<file path="src/hw/rtl/cht_ram.sv">
// Generic single-write, single-read RAM with registered read data.
// No dependencies.
`default_nettype none
module cht_ram #(
    parameter int WIDTH = 8,
    parameter int DEPTH = 16
) (
    input  wire                                    aclk,
    input  wire                                    we,
    input  wire  [(DEPTH > 1 ? $clog2(DEPTH) : 1)-1:0] waddr,
    input  wire  [WIDTH-1:0]                       wdata,
    input  wire  [(DEPTH > 1 ? $clog2(DEPTH) : 1)-1:0] raddr,
    output logic [WIDTH-1:0]                       rdata
);

    logic [WIDTH-1:0] mem [DEPTH];

    // Write port
    always_ff @(posedge aclk) begin
        if (we) begin
            mem[waddr] <= wdata;
        end
    end

    // Registered read port
    always_ff @(posedge aclk) begin
        rdata <= mem[raddr];
    end

endmodule
`default_nettype wire

</file>
<file path="config.mk">
export PLATFORM = sky130hd
export DESIGN_NAME = cht_ram
export DESIGN_NICKNAME = d
export VERILOG_FILES = /design/src/hw/rtl/cht_ram.sv
export SDC_FILE = /design/constraint.sdc
export NUM_CORES = 1
export LEC_CHECK = 0
export ABC_AREA = 1
export BUFFER_PORTS_ARGS = -buffer_cell sky130_fd_sc_hd__buf_2
export CORE_ASPECT_RATIO = 1.75
export CORE_MARGIN = 3
export CORE_UTILIZATION = 60
export CTS_CLUSTER_DIAMETER = 150
export CTS_CLUSTER_SIZE = 25
export DETAILED_ROUTE_END_ITERATION = 10
export PLACE_DENSITY = 0.88
export RECOVER_POWER = 25
export SLEW_MARGIN = 25
export SYNTH_ARGS = -nofsm -noshare
export SYNTH_HDL_FRONTEND = slang
export SYNTH_SLANG_ARGS = --single-unit
</file>
<file path="constraint.sdc">
create_clock -name aclk -period 1.75 [get_ports aclk]
set_clock_uncertainty 0.05 [all_clocks]
set_input_delay 0.525 -clock aclk [delete_from_list [all_inputs] [get_ports aclk]]
set_output_delay 0.525 -clock aclk [all_outputs]
set_load 0.03 [all_outputs]
</file>
==> summary.json <==
{
  "yosys": {
    "synth_top_flop_cell": "edfxtp_1",
    "yosys_register_bits": 136,
    "ys.warnings.count": 0,
    "synth_nets": 569,
    "synth.avg_cell_area_sq_um": 10.5,
    "synth_top_cell_by_area": "edfxtp_1",
    "synth_most_common_cell": "nand2_1",
    "synth.top_cells.by_area": "edfxtp_1, nand2_1, nand3_1, inv_1, dfxtp_1",
    "post_synth_num_cell_types": 12,
    "synthesis.area_sq_um": 5770,
    "synth_commonest_cells": "nand2_1, edfxtp_1, inv_1",
    "synth_enable_flop_cells": 128,
    "synth_largest_type_area_fraction_pct": 66.7,
    "synth_seq_area_share_pct": 69.4,
    "async_reset_ff_share_pct": 0,
    "synthCells": 551
  },
  "clock_network": {
    "cts.path.max_buffers": 2,
    "cts.clk_slew.worst_paths_ns": 0.06,
    "post_cts.resized_instances": 0,
    "cts_sinks": 136,
    "hold_buffers": 0,
    "clk_root_buffer_cell": "clkbuf_16",
    "htree_levels": 4,
    "cts_made_buffers": 17,
    "tritoncts": "yes",
    "cts_post_setup_buffers_inserted": 0,
    "clock_insertion_delay_worst_skew_ns": 0.41
  },
  "power": {
    "p_per_area_nw_per_um2": 1170,
    "vdd_ir_drop_max_mv": 0.875,
    "total_leakage_power_nw": 2.93
  },
  "detailed_routing": {
    "detailedRoute.firstPassIterationCount": 5,
    "postRouteWirelength_mm": 13.6,
    "wl_per_cell_microns": 18.8,
    "dr.first_iter.drc_count": 541,
    "vias": 4101,
    "drcViolationCount": 0,
    "routed_via_density": 5.65,
    "antenna_violating_nets_post_route": 0
  },
  "finish": {
    "multiInputGateArea_sq_um": 1210,
    "area.sequential_sq_um": 4000,
    "layout-drive-gt1-share_pct": 12.0,
    "utilization_pct": 72.7,
    "antennaDiodeCount": 0,
    "finalNetCount": 611,
    "layout-area-overhead-vs-synth_pct": 16.1,
    "n_fill_cell": 602
  },
  "grt": {
    "globalRouteMet2Util_pct": 47.0,
    "groute.usage.overall_pct": 27.7,
    "grt_overflow_total": 0,
    "grt_start_max_net_pins": 65,
    "groute.layer.met1.usage_pct": 29.6,
    "antenna_found_initial": 0,
    "grt_pass1_vias": 4110,
    "gr-max-usage-layer": "met2",
    "grt_first_pass_wirelength_mm": 21.5,
    "grt_use_met3_pct": 6.46
  },
  "floorplan": {
    "floorplan.initialDensity_pct": 62.6,
    "design.core.area_sq_um": 9210,
    "die_x_microns": 80.1,
    "design.die.area_sq_um": 10900,
    "die_height_microns": 136,
    "ioPinCount": 26,
    "rows": 46
  },
  "timing": {
    "final-setup-viol-count": 0,
    "highest_clock_frequency_the_design_can_meet_ghz": 0.645,
    "fin_tns_setup_ns": 0,
    "rsz0062_at_grt": "no",
    "final-hold-violation-count": 0,
    "period_share_pct": 88.6,
    "timing.max_slew.rel_slack_pct": 43.6,
    "period_needed_ns": 1.55,
    "actual_transition_at_the_worst_max_transition_pin_ns": 0.847,
    "report.final.slew_viol_count": 0
  },
  "setup_path": {
    "cp_top_family": "flip-flops",
    "timing.critical_path.from_type": "flop",
    "arrival_ns": 0.98,
    "r2r_setup_slack_ns": 0.59,
    "crit_chain": "buf_2",
    "critical_path.max_stage_delay_ns": 0.35,
    "criticalPathCategory": "reg -> out",
    "slowest_cell_on_the_critical_path": "dfxtp_1",
    "setup.worst_path.end_class": "output port",
    "required_ns": 1.17,
    "path_max_fanout": 1,
    "cp.buffers_inverters": 1
  },
  "run": {
    "maxCapViolations": 0
  },
  "hold_path": {
    "timing.hold.worst.class": "in -> reg"
  },
  "placed_design": {
    "gpl.final_weighted_congestion": 0.916,
    "hpwl_mm": 8.35,
    "port_buffers": 25
  },
  "outcome": {
    "result_of_the_run": "finished, final reports clean"
  }
}
placed cells by master, fill, tap and decap left out, drive strengths merged:
cell,Yosys,final
inv,102,102
nand3,97,97
nor2,17,17
clkbuf,0,24
clkinv,0,8
edfxtp,128,128
bufinv,0,4
clkinvlp,0,2
nand2,173,173
nand3b,2,2
dfxtp,8,8
buf,24,41
tightest hold or removal path: cells and delay by family:
kind	cells	cell delay (ns)
buf+inv	1	0.18
simple gates	2	0.14
routing by layer:
layer  vias to the layer above  part of all wire, %
met2                       238                   53
met4                         0                  6.6
met5                         -                    0
met3                        68                  7.3
li1                       1866                    -
met1                      1929                   33
state kept, by name, summed over array words and instances (netlist names):
name   count
rdata      8
mem      128
area by class of cell:
type | instances | share of cell area (%)
repair buffers | 47 | 4.97
inverters | 102 | 5.72
clock inverters | 14 | 2.71
well taps | 120 | 2.24
flip-flops and latches | 136 | 59.8
clock buffers | 18 | 6.41
multi-input cells | 289 | 18.1
where the power goes:
group	switching [mW]	total (mW)	internal [mW]
logic	0.363	0.502	0.139
registers	0.0242	3.67	3.64
clock network	1.29	3.66	2.36
through the flow:
stage,area [sq um],power [mW],hold slack [ns],instances,worst slack [ns]
2_1_floorplan,5770,4.03,0.557,551,0.224
3_3_place_gp,6090,4.20,0.583,694,0.0420
3_5_place_dp,6090,4.22,0.618,694,0.0113
4_1_cts,6700,7.85,0.408,726,0.175
5_1_grt,6690,8.06,0.422,726,0.162
6_report,6690,7.83,0.429,726,0.199
path summary, 6_finish.rpt:
path / from / end / cells after the start
worst max-delay path: rdata[3] / rdata[3] / 1
worst min register to register: mem[10][6] / rdata[6] / 6
worst min-delay path: raddr[3] / rdata[0] / 3
worst max register to register: mem[3][7] / rdata[7] / 6
kinds of logic after synthesis:
kind of cell / count (synthesis) / share of synthesized area, %
simple gates: 289 / 21.0
buf+inv: 126 / 9.52
flops: 136 / 69.4
Note: power is estimated with default switching activity, not from simulation.
